**config.mk**
```make
export PLATFORM = sky130hd
export DESIGN_NAME = cpu_8bit_alu_with_flags_unit
export DESIGN_NICKNAME = d
export VERILOG_FILES = /design/src/rtl/c8alu_pkg.sv /design/src/rtl/cpu_8bit_alu_with_flags_unit.sv /design/src/rtl/c8alu_exec.sv
export SDC_FILE = /design/constraint.sdc
export NUM_CORES = 1
export LEC_CHECK = 0
export ABC_AREA = 1
export ABC_CLOCK_PERIOD_IN_PS = 3920
export BUFFER_PORTS_ARGS = -buffer_cell sky130_fd_sc_hd__buf_4
export CAP_MARGIN = 10
export CELL_PAD_IN_SITES_DETAIL_PLACEMENT = 0
export CELL_PAD_IN_SITES_GLOBAL_PLACEMENT = 1
export CORE_UTILIZATION = 40
export DETAILED_ROUTE_END_ITERATION = 8
export PLACE_DENSITY_LB_ADDON = 0.05
export SYNTH_ARGS = -nofsm -noshare
export SYNTH_HDL_FRONTEND = slang
export SYNTH_SLANG_ARGS = --single-unit
```
**constraint.sdc**
```tcl
create_clock -name clk -period 3.92 [get_ports clk]
set_clock_uncertainty 0.1 [all_clocks]
set_input_delay 0.196 -clock clk [delete_from_list [all_inputs] [get_ports clk]]
set_output_delay 0.196 -clock clk [all_outputs]
set_load 0.005 [all_outputs]
```
**src/rtl/c8alu_pkg.sv**
```systemverilog
package c8alu_pkg;

	typedef enum logic [4:0] {
		OP_ADD  = 5'd0,
		OP_ADC  = 5'd1,
		OP_SUB  = 5'd2,
		OP_SBC  = 5'd3,
		OP_AND  = 5'd4,
		OP_XOR  = 5'd5,
		OP_OR   = 5'd6,
		OP_CP   = 5'd7,
		OP_INC  = 5'd8,
		OP_DEC  = 5'd9,
		OP_DAA  = 5'd10,
		OP_CPL  = 5'd11,
		OP_RLC  = 5'd12,
		OP_RL   = 5'd13,
		OP_RRC  = 5'd14,
		OP_RR   = 5'd15,
		OP_SLA  = 5'd16,
		OP_SRA  = 5'd17,
		OP_SRL  = 5'd18,
		OP_SWAP = 5'd19,
		OP_BIT  = 5'd20,
		OP_RES  = 5'd21,
		OP_SET  = 5'd22,
		OP_CCF  = 5'd23,
		OP_SCF  = 5'd24,
		OP_RLCA = 5'd25,
		OP_RLA  = 5'd26,
		OP_RRCA = 5'd27,
		OP_RRA  = 5'd28
	} op_t;

	localparam int FLAG_Z = 3;
	localparam int FLAG_N = 2;
	localparam int FLAG_H = 1;
	localparam int FLAG_C = 0;

	typedef struct packed {
		logic [7:0] result;
		logic [3:0] flags;
		logic       write_back;
	} alu_res_t;

endpackage

```
**src/rtl/cpu_8bit_alu_with_flags_unit.sv**
```systemverilog
// An accepted request is captured in the stage-1 registers; its result is registered in stage 2 and drives the ports.
// Throughput: one request per cycle; busy is always low.
// done marks the result on the ports for one cycle; the receiver cannot stall.
// Reset clears the stage valid bits, so done stays low until a new request arrives.
module cpu_8bit_alu_with_flags_unit (
	input  logic       clk,
	input  logic       arst_n,
	input  logic       start,
	output logic       busy,
	input  logic [4:0] action,
	input  logic [7:0] accumulator,
	input  logic [7:0] operand,
	input  logic [2:0] bit_index,
	input  logic [3:0] flags_in,
	output logic       done,
	output logic [7:0] result,
	output logic [3:0] flags_out,
	output logic       write_back
);
	import c8alu_pkg::*;

	logic       valid_s1, valid_s2;
	logic [4:0] action_s1;
	logic [7:0] accumulator_s1, operand_s1;
	logic [2:0] bit_index_s1;
	logic [3:0] flags_s1;
	alu_res_t   res_comb, res_s2;

	assign busy = 1'b0;

	always_ff @(posedge clk or negedge arst_n) begin
		if (!arst_n) begin
			valid_s1 <= 1'b0;
			valid_s2 <= 1'b0;
		end else begin
			valid_s1 <= start && !busy;
			valid_s2 <= valid_s1;
		end
	end

	always_ff @(posedge clk) begin
		if (start && !busy) begin
			action_s1 <= action;
			accumulator_s1 <= accumulator;
			operand_s1 <= operand;
			bit_index_s1 <= bit_index;
			flags_s1 <= flags_in;
		end
		if (valid_s1) begin
			res_s2 <= res_comb;
		end
	end

	c8alu_exec u_exec (
		.action      (action_s1),
		.accumulator (accumulator_s1),
		.operand     (operand_s1),
		.bit_index   (bit_index_s1),
		.flags_in    (flags_s1),
		.res         (res_comb)
	);

	assign done       = valid_s2;
	assign result     = res_s2.result;
	assign flags_out  = res_s2.flags;
	assign write_back = res_s2.write_back;

endmodule

```
**src/rtl/c8alu_exec.sv**
```systemverilog
module c8alu_exec (
	input  logic [4:0]          action,
	input  logic [7:0]          accumulator,
	input  logic [7:0]          operand,
	input  logic [2:0]          bit_index,
	input  logic [3:0]          flags_in,
	output c8alu_pkg::alu_res_t res
);
	import c8alu_pkg::*;

	logic       fz, fn, fh, fc;
	logic       cin_add, cin_sub;
	logic [8:0] sum9, diff9;
	logic [4:0] hsum, hdiff;
	logic [7:0] daa_adj, daa_r;
	logic       daa_c;
	logic [7:0] mask;

	assign fz = flags_in[FLAG_Z];
	assign fn = flags_in[FLAG_N];
	assign fh = flags_in[FLAG_H];
	assign fc = flags_in[FLAG_C];

	assign cin_add = (action == OP_ADC) ? fc : 1'b0;
	assign cin_sub = (action == OP_SBC) ? fc : 1'b0;
	assign sum9  = {1'b0, accumulator} + {1'b0, operand} + {8'd0, cin_add};
	assign hsum  = {1'b0, accumulator[3:0]} + {1'b0, operand[3:0]} + {4'd0, cin_add};
	assign diff9 = {1'b0, accumulator} - {1'b0, operand} - {8'd0, cin_sub};
	assign hdiff = {1'b0, accumulator[3:0]} - {1'b0, operand[3:0]} - {4'd0, cin_sub};
	assign mask  = 8'd1 << bit_index;

	always_comb begin
		daa_adj = 8'd0;
		daa_c = fc;
		if (!fn) begin
			if (fc || accumulator > 8'h99) begin
				daa_adj = daa_adj | 8'h60;
				daa_c = 1'b1;
			end
			if (fh || accumulator[3:0] > 4'h9) begin
				daa_adj = daa_adj | 8'h06;
			end
			daa_r = accumulator + daa_adj;
		end else begin
			if (fc) begin
				daa_adj = daa_adj | 8'h60;
			end
			if (fh) begin
				daa_adj = daa_adj | 8'h06;
			end
			daa_r = accumulator - daa_adj;
		end
	end

	always_comb begin
		res.result = accumulator;
		res.flags = flags_in;
		res.write_back = 1'b1;
		unique case (op_t'(action))
			OP_ADD, OP_ADC: begin
				res.result = sum9[7:0];
				res.flags = {sum9[7:0] == 8'd0, 1'b0, hsum[4], sum9[8]};
			end
			OP_SUB, OP_SBC: begin
				res.result = diff9[7:0];
				res.flags = {diff9[7:0] == 8'd0, 1'b1, hdiff[4], diff9[8]};
			end
			OP_CP: begin
				res.flags = {diff9[7:0] == 8'd0, 1'b1, hdiff[4], diff9[8]};
				res.write_back = 1'b0;
			end
			OP_AND: begin
				res.result = accumulator & operand;
				res.flags = {(accumulator & operand) == 8'd0, 1'b0, 1'b1, 1'b0};
			end
			OP_XOR: begin
				res.result = accumulator ^ operand;
				res.flags = {(accumulator ^ operand) == 8'd0, 3'b000};
			end
			OP_OR: begin
				res.result = accumulator | operand;
				res.flags = {(accumulator | operand) == 8'd0, 3'b000};
			end
			OP_INC: begin
				res.result = operand + 8'd1;
				res.flags = {operand == 8'hff, 1'b0, operand[3:0] == 4'hf, fc};
			end
			OP_DEC: begin
				res.result = operand - 8'd1;
				res.flags = {operand == 8'h01, 1'b1, operand[3:0] == 4'h0, fc};
			end
			OP_DAA: begin
				res.result = daa_r;
				res.flags = {daa_r == 8'd0, fn, 1'b0, daa_c};
			end
			OP_CPL: begin
				res.result = ~accumulator;
				res.flags = {fz, 1'b1, 1'b1, fc};
			end
			OP_RLC: begin
				res.result = {operand[6:0], operand[7]};
				res.flags = {operand == 8'd0, 2'b00, operand[7]};
			end
			OP_RL: begin
				res.result = {operand[6:0], fc};
				res.flags = {{operand[6:0], fc} == 8'd0, 2'b00, operand[7]};
			end
			OP_SLA: begin
				res.result = {operand[6:0], 1'b0};
				res.flags = {operand[6:0] == 7'd0, 2'b00, operand[7]};
			end
			OP_RRC: begin
				res.result = {operand[0], operand[7:1]};
				res.flags = {operand == 8'd0, 2'b00, operand[0]};
			end
			OP_RR: begin
				res.result = {fc, operand[7:1]};
				res.flags = {{fc, operand[7:1]} == 8'd0, 2'b00, operand[0]};
			end
			OP_SRA: begin
				res.result = {operand[7], operand[7:1]};
				res.flags = {operand[7:1] == 7'd0, 2'b00, operand[0]};
			end
			OP_SRL: begin
				res.result = {1'b0, operand[7:1]};
				res.flags = {operand[7:1] == 7'd0, 2'b00, operand[0]};
			end
			OP_SWAP: begin
				res.result = {operand[3:0], operand[7:4]};
				res.flags = {operand == 8'd0, 3'b000};
			end
			OP_BIT: begin
				res.result = operand;
				res.flags = {(operand & mask) == 8'd0, 1'b0, 1'b1, fc};
				res.write_back = 1'b0;
			end
			OP_RES: begin
				res.result = operand & ~mask;
			end
			OP_SET: begin
				res.result = operand | mask;
			end
			OP_CCF: begin
				res.flags = {fz, 1'b0, 1'b0, ~fc};
				res.write_back = 1'b0;
			end
			OP_SCF: begin
				res.flags = {fz, 1'b0, 1'b0, 1'b1};
				res.write_back = 1'b0;
			end
			OP_RLCA: begin
				res.result = {accumulator[6:0], accumulator[7]};
				res.flags = {3'b000, accumulator[7]};
			end
			OP_RLA: begin
				res.result = {accumulator[6:0], fc};
				res.flags = {3'b000, accumulator[7]};
			end
			OP_RRCA: begin
				res.result = {accumulator[0], accumulator[7:1]};
				res.flags = {3'b000, accumulator[0]};
			end
			OP_RRA: begin
				res.result = {fc, accumulator[7:1]};
				res.flags = {3'b000, accumulator[0]};
			end
			default: begin
				res.write_back = 1'b0;
			end
		endcase
	end

endmodule

```
==> key figures <==
Setup path
  – Crit-path max FO: 9
  – Worst path slowest cell: edfxtp_1
  – Crit path cell chain: inv_4, nand2_2, nor2_2, nand3_1, fa_1, fa_1, inv_1, nand2_1, nand2_1, nand2_1, nand2_1, nand2_1, nand2_1, o2111ai_1, nor2_1, nand3_1
  – Critical path's largest stage delay: 0.59 ns
  – CP endpoint kind: register
  – Critical Path RT: 3.83 ns
  – Critical path origin: action_s1[4]
  – WS Path Type: register to register
  – Worst r2r src: action_s1[4]
  – Critical path's most frequent cell: nand2_1
  – Critical Path Start Type: register
  – CP arrival: 3.38 ns

Finish
  – Filler cell count: 1258
  – Share of layout cells above drive strength 1: 0.134
  – Reg area: 1280 sq um
  – Antenna diodes: 0
  – Leading cell types in the layout, fill and taps excluded: 189 x nand2_1, 92 x inv_1, 80 x nor2_1
  – Synthesis-to-layout area growth: 20.6%
  – Fin nets: 919
  – Commonest non-fill, non-tap cell in the layout: nand2_1
  – Multi-input combinational cell area: 3310 sq um
  – Non-filler cells, final: 1011

STA
  – Final Hold Viols: 0
  – Final worst setup slack: 0.448 ns
  – Slew HR: 0.418
  – Sum Neg Setup Slack: 0 ns
  – Final period util: 0.886
  – Final Max Slew Viols: 0
  – Fmax: 288 MHz
  – Setup violators final: 0
  – RSZ-0062 raised after global routing: no
  – Least-Margin Pin Slew: 0.866 ns
  – Clock period minus worst slack: 3.47 ns
  – Worst hold slack: 0.141 ns

CTS
  – CTS root buffer: clkbuf_16
  – CTS tree: done
  – Num CTS Buffers: 5
  – Sink Count: 43
  – Clk buf depth: 2
  – CTS H-tree depth: 2
  – Clk slew on worst S/H paths: 0.06 ns
  – Post-cts sizing count: 0
  – Later-pin clock latency in the skew report: 0.28 ns

Synth
  – Async set-or-reset flop fraction in the synthesized netlist: 0.0465
  – Synth Cell Area: 5080 sq um
  – Post-synth EDFFs: 41
  – Number of synthesized register bits: 43
  – Syn_nets: 834
  – Area contributors post-synth: edfxtp_1 24%, nand2_1 14%, ha_1 10%, nand3_1 7.5%, inv_1 6.8%
  – Top FF cell, synth: edfxtp_1
  – Avg Cell Area, Syn: 6.72 sq um
  – Fraction of the yosys area taken by sequential cells: 0.252
  – Ys Warns: 0
  – Post-Syn Instances: 757
  – Number of distinct library cells after synthesis: 47
  – Area leader, netlist: edfxtp_1
  – Top-area cell type share of the netlist area: 0.242

Floorplanning
  – Die H: 115 microns
  – Die ar.: 13200 sq um
  – Rows: 40
  – Ports: 46
  – Die span in x: 115 microns
  – Starting Density: 0.416
  – Core region area: 12200 sq um

Global routing
  – Vias in the first global route: 5491
  – Met3 Use GR: 0.0749
  – Overall Global Routing Usage: 0.318
  – Met2 Use GR: 0.507
  – Busiest grt layer: met2
  – Met1 Track Usage GR: 0.410
  – Pin count of the biggest net entering global routing: 30
  – First-pass GRT wire length: 30900 microns
  – Global route overflow: 0
  – Initial antenna violation count: 0

Run
  – Max-cap viol count: 0

Power
  – Max VDD drop: 0.176 mV
  – Power Density: 308 nW/um^2
  – P_sw: 769 uW
  – Clock power share: 0.207
  – Power, Total: 1.89 mW
  – Sw Share: 0.407
  – Leak pwr: 2.94 nW
  – Sequential share of power: 0.330
  – Int Power: 1.12 mW
  – Comb power frac: 0.463

Routing
  – DRC errors left: 0
  – Pre-antenna DRT Iters: 6
  – Total wire length: 20300 microns
  – ANT nets after route: 0
  – Avg WL per Cell: 20.1 microns
  – DR iter-0 viols: 602
  – Vias per cell: 5.76
  – Vias: 5820

Placement
  – GPL Wtd Cong: 0.997
  – Placed Instances: 974
  – Dpl hpwl: 16000 microns
  – Pre-CTS setup slack: 0.454 ns
  – I/O Buffers: 44

Outcome
  – Status: completed

Hold path
  – HP Class: input port to async pin
-- critical path, delay by kind of cell, from the launching register on --
family          cells  cell delay (ns)
compound gates      1             0.13
simple gates       11             1.26
flops               1             0.59
buf+inv             2             0.25
fa+ha+maj           2             0.86
-- worst paths after layout --
path | endpoint | slack, ns | depth (start not counted)
min in group clk | valid_s1 | 0.14 | 1
max in group asynchronous | done | 3.49 | 2
worst min-delay path | valid_s1 | 0.14 | 2
worst max register to register | result[4] | 0.45 | 16
worst min register to register | done | 0.62 | 0
worst max-delay path | result[4] | 0.45 | 16
-- what timing repair did --
item	4_1_cts	5_1_grt
hold buffers	29	0
hold endpoints to repair	30	0
buffers inserted	0	0
-- cell usage after synthesis (6+ instances only) --
cell type	n
nor3_1	10
o22ai_1	18
nand2_1	189
nand4_1	31
xor2_1	6
o2111ai_1	12
ha_1	42
nand3b_1	6
inv_2	15
a21oi_1	33
nor2_1	80
o21ai_0	25
nand3_1	76
clkbuf_1	10
inv_1	92
edfxtp_1	41
o211ai_1	7
-- flip-flops by register name (all words and copies together), names as in the netlist --
register        count
valid_s1            1
bit_index_s1        3
flags_s1            4
write_back          1
operand_s1          8
flags_out           4
done                1
action_s1           5
accumulator_s1      8
result              8
-- per-stage QoR --
stage / area, sq um / util
finish: 6130 / 0.502
global route: 6130 / 0.502
CTS: 6130 / 0.502
detailed placement: 5710 / 0.467
global placement: 5710 / 0.467
floorplan: 5080 / -
-- layout make-up --
class,instances,area share
clock inverters,2,0.00122
repair buffers,93,0.126
clock buffers,6,0.0210
multi-input cells,588,0.541
inverters,111,0.0684
well taps,168,0.0343
flip-flops and latches,43,0.209
-- metal layers --
layer | part of all wire | up-vias | wire length [microns]
met5 | 0 | - | 0
met3 | 0.095 | 72 | 1930
met1 | 0.42 | 2678 | 8440
met2 | 0.44 | 326 | 8940
li1 | - | 2744 | -
met4 | 0.049 | 0 | 996
-- power by group through the flow --
| stage | Clock [mW] | Sequential [mW] | Combinational, mW |
|---|---|---|---|
| 2_1_floorplan | 0 | 0.618 | 0.534 |
| 3_3_place_gp | 0 | 0.634 | 0.830 |
| 3_5_place_dp | 0 | 0.633 | 0.827 |
| 4_1_cts | 0.398 | 0.624 | 0.855 |
| 5_1_grt | 0.416 | 0.632 | 0.966 |
| 6_report | 0.391 | 0.624 | 0.875 |
-- logic make-up (layout without fill, tap and decap cells) --
logic type | count (synthesis) | after routing | share of synthesized area
fa+ha+maj | 46 | 46 | 0.119
other cells | 1 | 1 | 0.000737
buf+inv | 126 | 212 | 0.0962
compound gates | 107 | 107 | 0.127
simple gates | 426 | 426 | 0.391
xor+xnor | 8 | 8 | 0.0138
flops | 43 | 43 | 0.252
Note: power is estimated with default switching activity, not from simulation.
